==> config.mk <==
export PLATFORM = sky130hd
export DESIGN_NAME = in_order_release_reorder_buffer
export DESIGN_NICKNAME = d
export VERILOG_FILES = /design/src/rtl/core/ioreb_pkg.sv /design/src/rtl/core/ioreb_ram.sv /design/src/rtl/core/in_order_release_reorder_buffer.sv
export SDC_FILE = /design/constraint.sdc
export NUM_CORES = 2
export LEC_CHECK = 0
export ABC_AREA = 1
export BUFFER_PORTS_ARGS = -buffer_cell sky130_fd_sc_hd__buf_2
export CORE_MARGIN = 3
export CORE_UTILIZATION = 55
export CTS_BUF_LIST = sky130_fd_sc_hd__clkbuf_8 sky130_fd_sc_hd__clkbuf_16
export CTS_CLUSTER_DIAMETER = 80
export CTS_CLUSTER_SIZE = 28
export DETAILED_ROUTE_END_ITERATION = 10
export GPL_TIMING_DRIVEN = 0
export PLACE_DENSITY = 0.84
export SYNTH_ARGS = -nofsm -noshare
export SYNTH_HDL_FRONTEND = slang
export SYNTH_SLANG_ARGS = --single-unit
==> constraint.sdc <==
create_clock -name clk -period 7.3 [get_ports clk]
set_input_delay 1.46 -clock clk [delete_from_list [all_inputs] [get_ports clk]]
set_output_delay 1.46 -clock clk [all_outputs]
set_load 0.02 [all_outputs]
==> src/rtl/core/ioreb_pkg.sv <==
package ioreb_pkg;

  localparam int unsigned MAX_OUT = 32;
  localparam int unsigned CNT_W   = $clog2(MAX_OUT + 1);

  typedef enum logic [1:0] {
    KIND_RELEASED = 2'd0,
    KIND_PARKED   = 2'd1,
    KIND_BEYOND   = 2'd2,
    KIND_STALE    = 2'd3
  } kind_t;

  typedef enum logic [2:0] {
    ST_IDLE = 3'b001,
    ST_READ = 3'b010,
    ST_EMIT = 3'b100
  } state_t;

endpackage

==> src/rtl/core/ioreb_ram.sv <==
module ioreb_ram #(
  parameter int unsigned WIDTH = 16,
  parameter int unsigned DEPTH = 32
) (
  input  logic                     clk,
  input  logic                     we,
  input  logic [$clog2(DEPTH)-1:0] waddr,
  input  logic [WIDTH-1:0]         wdata,
  input  logic                     re,
  input  logic [$clog2(DEPTH)-1:0] raddr,
  output logic [WIDTH-1:0]         rdata
);

  logic [WIDTH-1:0] mem [DEPTH];
  logic [WIDTH-1:0] rdata_r;

  always_ff @(posedge clk) begin
    if (we) begin
      mem[waddr] <= wdata;
    end
    if (re) begin
      rdata_r <= mem[raddr];
    end
  end

  assign rdata = rdata_r;

endmodule

==> src/rtl/core/in_order_release_reorder_buffer.sv <==
// In-order release reorder buffer.
// Request channel: in_sequence and in_handle are taken at a clock edge with
// start high and busy low. A request behind the expected sequence is
// reported stale, one at or beyond expected + WINDOW is reported beyond the
// window; neither is parked. Any other request is parked in its window
// slot (handle kept in a WINDOW-deep RAM); a resend overwrites the slot.
// Then every consecutive parked request from the expected sequence on is
// released in order, at most 32 results per request; the rest go out after
// the next request.
// Results: one cycle wide on the out_ ports, marked by out_valid; the
// receiver cannot stall, so every strobe must be taken.
// Timing: a report is registered and shows in the cycle after the request.
// A release run first reads the handle RAM in the read state, then gives one
// result per cycle in the emit state; busy stays high from the read state on.
// Releases read the handle RAM once per cycle; that read port sets the rate.
// cfg_we loads the expected sequence from cfg_data and drops every parked
// entry; write only while busy is low and no result is pending.
// Reset: expected sequence 1, nothing parked, no result pending.
module in_order_release_reorder_buffer
  import ioreb_pkg::*;
#(
  parameter int unsigned WINDOW      = 32,
  parameter int unsigned HANDLE_BITS = 16
) (
  input  logic                   clk,
  input  logic                   rst_n,
  input  logic                   start,
  output logic                   busy,
  input  logic [63:0]            in_sequence,
  input  logic [HANDLE_BITS-1:0] in_handle,
  input  logic                   cfg_we,
  input  logic [63:0]            cfg_data,
  output logic                   out_valid,
  output logic [1:0]             out_result_kind,
  output logic [63:0]            out_sequence,
  output logic [HANDLE_BITS-1:0] out_handle,
  output logic [63:0]            out_applied_count,
  output logic                   out_last_of_run
);

  localparam int unsigned SLOT_W = $clog2(WINDOW);

  state_t                 state_r, state_nxt;
  logic [63:0]            next_r, next_nxt;
  logic [SLOT_W-1:0]      base_r, base_nxt;
  logic [WINDOW-1:0]      waiting_r, waiting_nxt;
  logic [CNT_W-1:0]       cnt_r, cnt_nxt;

  logic                   out_valid_r, out_valid_nxt;
  kind_t                  kind_r, kind_nxt;
  logic [63:0]            oseq_r, oseq_nxt;
  logic [HANDLE_BITS-1:0] ohandle_r, ohandle_nxt;
  logic [63:0]            applied_r, applied_nxt;
  logic                   last_r, last_nxt;

  logic [64:0]            diff;
  logic                   stale, beyond, accept;
  logic [SLOT_W:0]        park_sum;
  logic [SLOT_W-1:0]      park_slot, slot_inc;
  logic [CNT_W-1:0]       cnt_after;

  logic                   ram_we, ram_re;
  logic [SLOT_W-1:0]      ram_raddr;
  logic [HANDLE_BITS-1:0] ram_rdata;

  assign accept   = start && (state_r == ST_IDLE);
  assign diff     = {1'b0, in_sequence} - {1'b0, next_r};
  assign stale    = diff[64];
  assign beyond   = !stale && (diff[63:0] >= 64'(WINDOW));
  assign park_sum = {1'b0, base_r} + {1'b0, diff[SLOT_W-1:0]};
  assign park_slot = (park_sum >= (SLOT_W+1)'(WINDOW)) ?
                     SLOT_W'(park_sum - (SLOT_W+1)'(WINDOW)) : park_sum[SLOT_W-1:0];
  assign slot_inc  = (base_r == SLOT_W'(WINDOW - 1)) ? '0 : base_r + SLOT_W'(1);
  assign cnt_after = cnt_r + CNT_W'(1);

  assign ram_we    = accept && !cfg_we && !stale && !beyond;
  assign ram_re    = (state_r == ST_READ) || (state_r == ST_EMIT);
  assign ram_raddr = (state_r == ST_READ) ? base_r : slot_inc;

  ioreb_ram #(
    .WIDTH(HANDLE_BITS),
    .DEPTH(WINDOW)
  ) u_handle_ram (
    .clk  (clk),
    .we   (ram_we),
    .waddr(park_slot),
    .wdata(in_handle),
    .re   (ram_re),
    .raddr(ram_raddr),
    .rdata(ram_rdata)
  );

  always_comb begin
    state_nxt     = state_r;
    next_nxt      = next_r;
    base_nxt      = base_r;
    waiting_nxt   = waiting_r;
    cnt_nxt       = cnt_r;
    out_valid_nxt = 1'b0;
    kind_nxt      = kind_r;
    oseq_nxt      = oseq_r;
    ohandle_nxt   = ohandle_r;
    applied_nxt   = applied_r;
    last_nxt      = last_r;
    unique case (state_r)
      ST_IDLE: begin
        if (cfg_we) begin
          next_nxt    = cfg_data;
          base_nxt    = '0;
          waiting_nxt = '0;
        end else if (start) begin
          oseq_nxt    = in_sequence;
          ohandle_nxt = in_handle;
          applied_nxt = next_r - 64'd1;
          last_nxt    = !waiting_r[base_r];
          cnt_nxt     = '0;
          if (stale || beyond) begin
            out_valid_nxt = 1'b1;
            kind_nxt      = stale ? KIND_STALE : KIND_BEYOND;
            cnt_nxt       = CNT_W'(1);
            if (waiting_r[base_r]) begin
              state_nxt = ST_READ;
            end
          end else begin
            waiting_nxt[park_slot] = 1'b1;
            if (diff[63:0] != 64'd0) begin
              out_valid_nxt = 1'b1;
              kind_nxt      = KIND_PARKED;
              cnt_nxt       = CNT_W'(1);
              if (waiting_r[base_r]) begin
                state_nxt = ST_READ;
              end
            end else begin
              state_nxt = ST_READ;
            end
          end
        end
      end
      ST_READ: begin
        state_nxt = ST_EMIT;
      end
      ST_EMIT: begin
        out_valid_nxt       = 1'b1;
        kind_nxt            = KIND_RELEASED;
        oseq_nxt            = next_r;
        ohandle_nxt         = ram_rdata;
        applied_nxt         = next_r;
        waiting_nxt[base_r] = 1'b0;
        next_nxt            = next_r + 64'd1;
        base_nxt            = slot_inc;
        cnt_nxt             = cnt_after;
        last_nxt            = (cnt_after == CNT_W'(MAX_OUT)) || !waiting_r[slot_inc];
        if (last_nxt) begin
          state_nxt = ST_IDLE;
        end
      end
      default: begin
        state_nxt = ST_IDLE;
      end
    endcase
  end

  always_ff @(posedge clk) begin
    if (!rst_n) begin
      state_r     <= ST_IDLE;
      next_r      <= 64'd1;
      base_r      <= '0;
      waiting_r   <= '0;
      cnt_r       <= '0;
      out_valid_r <= 1'b0;
    end else begin
      state_r     <= state_nxt;
      next_r      <= next_nxt;
      base_r      <= base_nxt;
      waiting_r   <= waiting_nxt;
      cnt_r       <= cnt_nxt;
      out_valid_r <= out_valid_nxt;
    end
  end

  always_ff @(posedge clk) begin
    kind_r    <= kind_nxt;
    oseq_r    <= oseq_nxt;
    ohandle_r <= ohandle_nxt;
    applied_r <= applied_nxt;
    last_r    <= last_nxt;
  end

  assign busy              = (state_r != ST_IDLE);
  assign out_valid         = out_valid_r;
  assign out_result_kind   = kind_r;
  assign out_sequence      = oseq_r;
  assign out_handle        = ohandle_r;
  assign out_applied_count = applied_r;
  assign out_last_of_run   = last_r;

`ifndef SYNTH
  // a release run only starts on a parked entry
  a_read_has_entry: assert property (@(posedge clk) disable iff (!rst_n)
    (state_r == ST_READ) |-> waiting_r[base_r])
    else $error("release run started on an empty slot");

  // every release reports its own sequence as the applied count
  a_release_applied: assert property (@(posedge clk) disable iff (!rst_n)
    (out_valid && (out_result_kind == KIND_RELEASED)) |-> (out_applied_count == out_sequence))
    else $error("applied count mismatch on release");

  // a request always gives a result or keeps the block busy
  a_request_answered: assert property (@(posedge clk) disable iff (!rst_n)
    (start && !busy && !cfg_we) |=> (out_valid || busy))
    else $error("request produced no activity");

  // release budget per request
  a_budget: assert property (@(posedge clk) disable iff (!rst_n)
    (state_r == ST_EMIT) |-> (cnt_r < CNT_W'(MAX_OUT)))
    else $error("release budget exceeded");
`endif

endmodule

Word level (Yosys, flattened, before mapping)
Memory sizes are Yosys's and may differ from the RTL's. A register that Yosys moved wholly into a read port is not among the register bits. Cells that the tools add are included.

Multipliers: 0. $lt $le $gt $ge: 7. $add $sub $neg: 7. Reduce and logical (&&, ||, !) cells: 22. Shift operators: 0. Divide/modulo/power cells: 0. Bitwise logic cells: 3. Eq/ne operators: 13. Multiplexer cells: 56.

Operators with widths (count): 64-bit case mux with 2 select lines (3); 64-bit two-way mux (5); 32-bit two-way mux (3); 64-bit by 64-bit subtractor with 65-bit output (1); 64-bit by 1-bit adder with 64-bit output (second input constant) (1); 64-bit by 6-bit greater-or-equal comparator with 1-bit output (second input constant) (1); 32-bit case mux with 2 select lines (1); 64-bit nonzero test (1); 64-bit by 1-bit subtractor with 64-bit output (second input constant) (1); 32-bit AND (1); 16-bit two-way mux (2); 32-bit inverter (1); 32-bit OR (1); 16-bit case mux with 2 select lines (1); 5-bit two-way mux (4); 5-bit by 6-bit < comparator with 1-bit output (second input constant) (3); 3-bit two-way mux (6); 1-bit two-way mux (15); 6-bit two-way mux (2); 6-bit case mux with 2 select lines (1); 1-bit binary-select mux with 5-bit select (2); 1-bit demux with 5-bit select (2); 5-bit by 1-bit greater-or-equal comparator with 1-bit output (second input constant) (2); 5-bit case mux with 2 select lines (1); 25 further kinds (47).

Memories: 1. Latch bits: 0. Logic and storage cells: 120. Bits in writable memories: 512. Input bits: 148. Memory bits (read-only): 0. Bits in registers: 258.

Memories: u_handle_ram.mem (depth 32, width 16, read ports 1, clocked after memory_dff 1, wr ports 1, line ioreb_ram.sv:14) `logic [WIDTH-1:0] mem [DEPTH];`.

Depth between registers and ports, before layout
Depth in word-level cells: 13. Gate-level depth with buffers: 29. Gate-level depth less buffers: 27.

Modules after synthesis
Synthesis repeated with hierarchy kept, for this count alone.

Cell total of the unflattened synthesis: 5168. Area total of the unflattened synthesis: 42803.6 um2.

Modules (own cells, without submodules): ioreb_ram (cells each 1794, instances 1, seq. area each 15855.2 um2, area each 21461.8 um2); in_order_release_reorder_buffer (cells each 3374, instances 1, seq. area each 6636.4 um2, area each 21341.7 um2).

Least setup slack after synthesis
No wires, ideal clock.

Path type: in2reg. Start: in start. End: reg kind_r[0] (netlist: out_result_kind[0]), enable pin. Slack: 1.454 ns. Setup time: 0.313 ns. Data arrival time: 5.533 ns. Data required time: 6.987 ns. Cell stages on the path: 6. Cell sequence: inv_1 -> o21ai_0 -> nand2_1 -> inv_1 -> o21ai_0 -> inv_1.

Cells in the longest elaborated chain, start to end: 2.

Ends and longest elaborated chain: start, declared (line in_order_release_reorder_buffer.sv:27) `input logic start,`; 2-bit != test (no source line); 4-bit AND reduction (no source line); end signal, assigned (line in_order_release_reorder_buffer.sv:182) `kind_r <= kind_nxt;`; end, declared (line in_order_release_reorder_buffer.sv:50) `kind_t kind_r, kind_nxt;`.

Every way passes these cells. A chain may end at the register's enable or synchronous reset.

Final worst setup path
Start: in in_sequence[0]. End: reg kind_r[1] (netlist: out_result_kind[1]), enable pin.

Cells in the longest elaborated chain, start to end: 6.

Ends and longest elaborated chain: start, declared (line in_order_release_reorder_buffer.sv:29) `input logic [63:0] in_sequence,`; 64-bit by 64-bit subtractor with 65-bit output * (line in_order_release_reorder_buffer.sv:67) `assign diff = {1'b0, in_sequence} - {1'b0, next_r};`; 64-bit by 6-bit greater-or-equal comparator with 1-bit output / 1-bit zero test (equally long branches) (line in_order_release_reorder_buffer.sv:69) `assign beyond = !stale && (diff[63:0] >= 64'(WINDOW));`; 1-bit logical AND (line in_order_release_reorder_buffer.sv:69); 1-bit logical OR (line in_order_release_reorder_buffer.sv:117) `if (stale || beyond) begin`; 3-bit by 1-bit != test with 1-bit output (no source line) *; 4-bit AND reduction (no source line) *.

Mark *: on every way between the ends. The rest lies on a longest branch, timed or not.

==> reports/results.tsv <==
metric	value	unit
status	finished clean	
final non-filler cell total	6171	
r2r startpoint	next_r[26]$_SDFFE_PN0P_	
dpl cell area	45000	um2
vias in the first global route	36663	
GP Congestion	1.10	
syn nets	5034	
Hold Path Cell Cnt	2	
Vias/cell	6.39	
post-synthesis xor/xnor area fraction	0.0185	
RSZ-0062 raised after global routing	no	
Primary FF master, synth	edfxtp_1	
first-pass GRT wire length	238000	um
Yosys reg bits	786	
PD cells	212	nW/um2
leading area contributor after synthesis	edfxtp_1	
gr usage total	0.413	
CTS Sinks	786	
setup bufs post-CTS	0	
Slew headroom	0.0331	
Die X	281	um
Hold EP	cnt_r[5]$_SDFFE_PN0P_	
Placed Cells	6106	
Synth Area in Adders	0.0238	
FMAX	161	MHz
largest fanout on the critical path	3	
crit share post-route	0.850	
I/O Buffers	296	
hold path start	cnt_r[5]$_SDFFE_PN0P_	
Worst Reg-to-Reg Cells	24	
leakage	18.6	nW
syn avg cell area	8.67	um2
utilization after layout	0.619	
critical path endpoint category	register	
Startpoint Class	input port	
sw frac	0.322	
number of H-tree levels	2	
Crit Path Class	in2reg	
most common cell after layout, fill and taps aside	nand2_1	
actual slew at the worst max-slew pin	1.44	ns
Cell Rows	100	
iteration count of the initial detailed-routing pass	10	
HPWL Detailed	126000	um
Slew Limit Fails	0	
largest family of logic cells by synthesized area	simple AND/OR/NAND/NOR gates	
Post-CTS Hold Fix Bufs	0	
routed vias	39452	
Design Power	9.83	mW
initial antenna violation count	8	
Reg clk slew, reported paths	0.10	ns
Syn-to-layout area delta	11.1	%
Combinational Power Share	0.206	
Post-synth ARST share	0	
layout cells sized above 1	0.0912	
Final Skew	0.0314	ns
Post-CTS Resized	0	
number of synthesized flops with an enable pin	675	
drt drc	0	
Critical Path RT	7.67	ns
Critical R2R Capture	out_result_kind[1]$_SDFFCE_PP0P_	
CP peak stage delay	0.91	ns
# fillers	6349	
clock share of power	0.269	
multi-input logic area	16200	um2
setup violators final	0	
Clock Tree Root	clkbuf_16	
# IOs	297	
minimum clock period	6.20	ns
most frequent cells in the layout	1104 x nand2_1, 675 x edfxtp_1, 623 x nor2_1	
Synth Area in Compound Gates	0.130	
min-delay worst type	reg2reg	
Final nets	5405	
GRT overflow	0	
CTS tree	yes	
register area share after synthesis	0.539	
total die area	79100	um2
total of max-cap violations	0	
Critical-path top delay cell	o21ai_0	
most used cell, CP	nand2_1	
Cell variety after synth	51	
number of buffers created by CTS	40	
Synth Cell Area	41700	um2
share of the synthesized area in the top cell type	0.486	
post-synthesis mux area share	0	
Cells after Synth	4808	
initial detailed-routing violation count	6589	
CP Cell Sequence	buf_2 -> inv_1 -> ha_1 -> fa_1 -> inv_1 -> nand3_1 -> nand2_1 -> nand3_1 -> nand3_1 -> nand2_1 -> nand2_1 -> nand2_1 -> nand2_1 -> nand2_1 -> nand2_1 -> nand2_1 -> nor2_1 -> nand2_1 -> nor2_1 -> nand4_2 -> inv_1 -> nand2_1 -> o21ai_0 -> inv_1	
FF-to-FF setup slack	1.13	ns
simple-gate share of the synthesized area	0.214	
Finished Cell Area	46300	um2
Net Switching	3.16	mW
Initial Util	0.557	
wire per inst	27.2	um
internal power	6.67	mW
Critical Path AT	6.57	ns
Max Root-Sink Buffers	3	
Skew-Pair Late Insertion Delay	0.66	ns
Hold WS	0.493	ns
VDD IR max	232	uV
synth warn	0	
Area contributors post-synth	edfxtp_1 49%, nand2_1 9.9%, nor2_1 5.9%	
Routed WL	168000	um
pin count of the biggest net entering global routing	106	
area of the core	74800	um2
endpoints failing hold	0	
FF/Latch Area	22500	um2
Die H	281	um
Routed Antenna Nets	0	
Flop pwr share	0.525	
worst max-delay path by stage:
stage / cells past startpoint / start / slack (ns) / endpoint
floorplan: 6 / start / 1.45 / out_result_kind[0]$_SDFFCE_PP0P_
global placement: 7 / start / -1.56 / out_result_kind[0]$_SDFFCE_PP0P_
detailed placement: 25 / in_sequence[0] / 0.94 / u_handle_ram.mem[12][2]$_DFFE_PP_
CTS: 25 / in_sequence[0] / 1.60 / u_handle_ram.mem[12][8]$_DFFE_PP_
global route: 24 / in_sequence[0] / 0.91 / out_result_kind[1]$_SDFFCE_PP0P_
finish: 24 / in_sequence[0] / 1.10 / out_result_kind[1]$_SDFFCE_PP0P_
layout make-up:
class	instances	share of cell area
repair buffers	329	0.0440
flip-flops and latches	786	0.486
plain buffers	232	0.0196
clock buffers	40	0.0216
well taps	969	0.0262
inverters	581	0.0472
diodes	4	0.000216
clock inverters	21	0.00565
multi-input cells	3209	0.350
registers in the layout, indices dropped and copies added, names as in the netlist:
name,cells
out_sequence,64
u_handle_ram.mem,512
out_result_kind,2
cnt_r,6
next_r,64
out_handle,16
state_r,3
base_r,5
waiting_r,32
out_last_of_run,1
out_valid,1
out_applied_count,64
u_handle_ram.rdata,16
cell families after synthesis:
family          after synthesis
simple gates               2154
xor+xnor                     88
fa+ha+maj                    78
compound gates              889
flops                       786
buf+inv                     813
cell usage after synthesis, types with 4 or more instances:
library cell and n:
a211oi_1 14, a21oi_1 132, nor2_2 9, inv_1 567
nor3_1 58, a32oi_1 17, nand3b_1 28, clkbuf_1 196
edfxtp_1 675, o211ai_1 41, o221ai_1 102, o21ai_1 7
o31ai_1 4, buf_2 12, inv_2 4, xnor2_1 10
o2111ai_1 4, ha_1 76, a22oi_1 15, buf_1 21
nor2_1 655, o211a_1 5, nor4_1 17, o21bai_1 7
clkinv_1 10, nand4_1 79, o21ai_0 412, a41oi_1 24
a311oi_1 11, nand2_1 1104, a31oi_1 55, nand3_1 174
dfxtp_1 111, nor3_2 14, xor2_1 78, o22ai_1 26
a221oi_1 6
power by group through the flow:
| stage | sequential, mW | clock (mW) | combinational [mW] |
|---|---|---|---|
| 5_1_grt | 5.17 | 2.77 | 2.18 |
| 3_5_place_dp | 5.25 | 0 | 1.94 |
| 3_3_place_gp | 5.27 | 0 | 1.91 |
| 2_1_floorplan | 5.36 | 0 | 1.10 |
| 6_report | 5.16 | 2.65 | 2.02 |
| 4_1_cts | 5.15 | 2.61 | 1.95 |
stage by stage:
stage               worst slack (ns)  setup TNS [ns]
floorplan                       1.45               0
finish                          1.10               0
global route                   0.907               0
detailed placement             0.943               0
CTS                             1.60               0
global placement               -1.56           -4.52
per-layer routing:
layer | track usage | vias up | wire, um
met5 | 0 | - | 31
met4 | 0.348 | 6 | 17800
met3 | 0.113 | 855 | 24400
met2 | 0.627 | 3603 | 71100
met1 | 0.490 | 17843 | 54400
li1 | - | 17145 | -
worst max-delay path: cells and delay by family:
kind	cells	cell delay, ns
AND/OR/NAND/NOR	16	2.61
AO/OA/AOI/OAI	1	0.91
buffers and inverters	5	0.89
adder cells (fa/ha/maj)	2	0.68
Power figures use the tool's default switching activity.
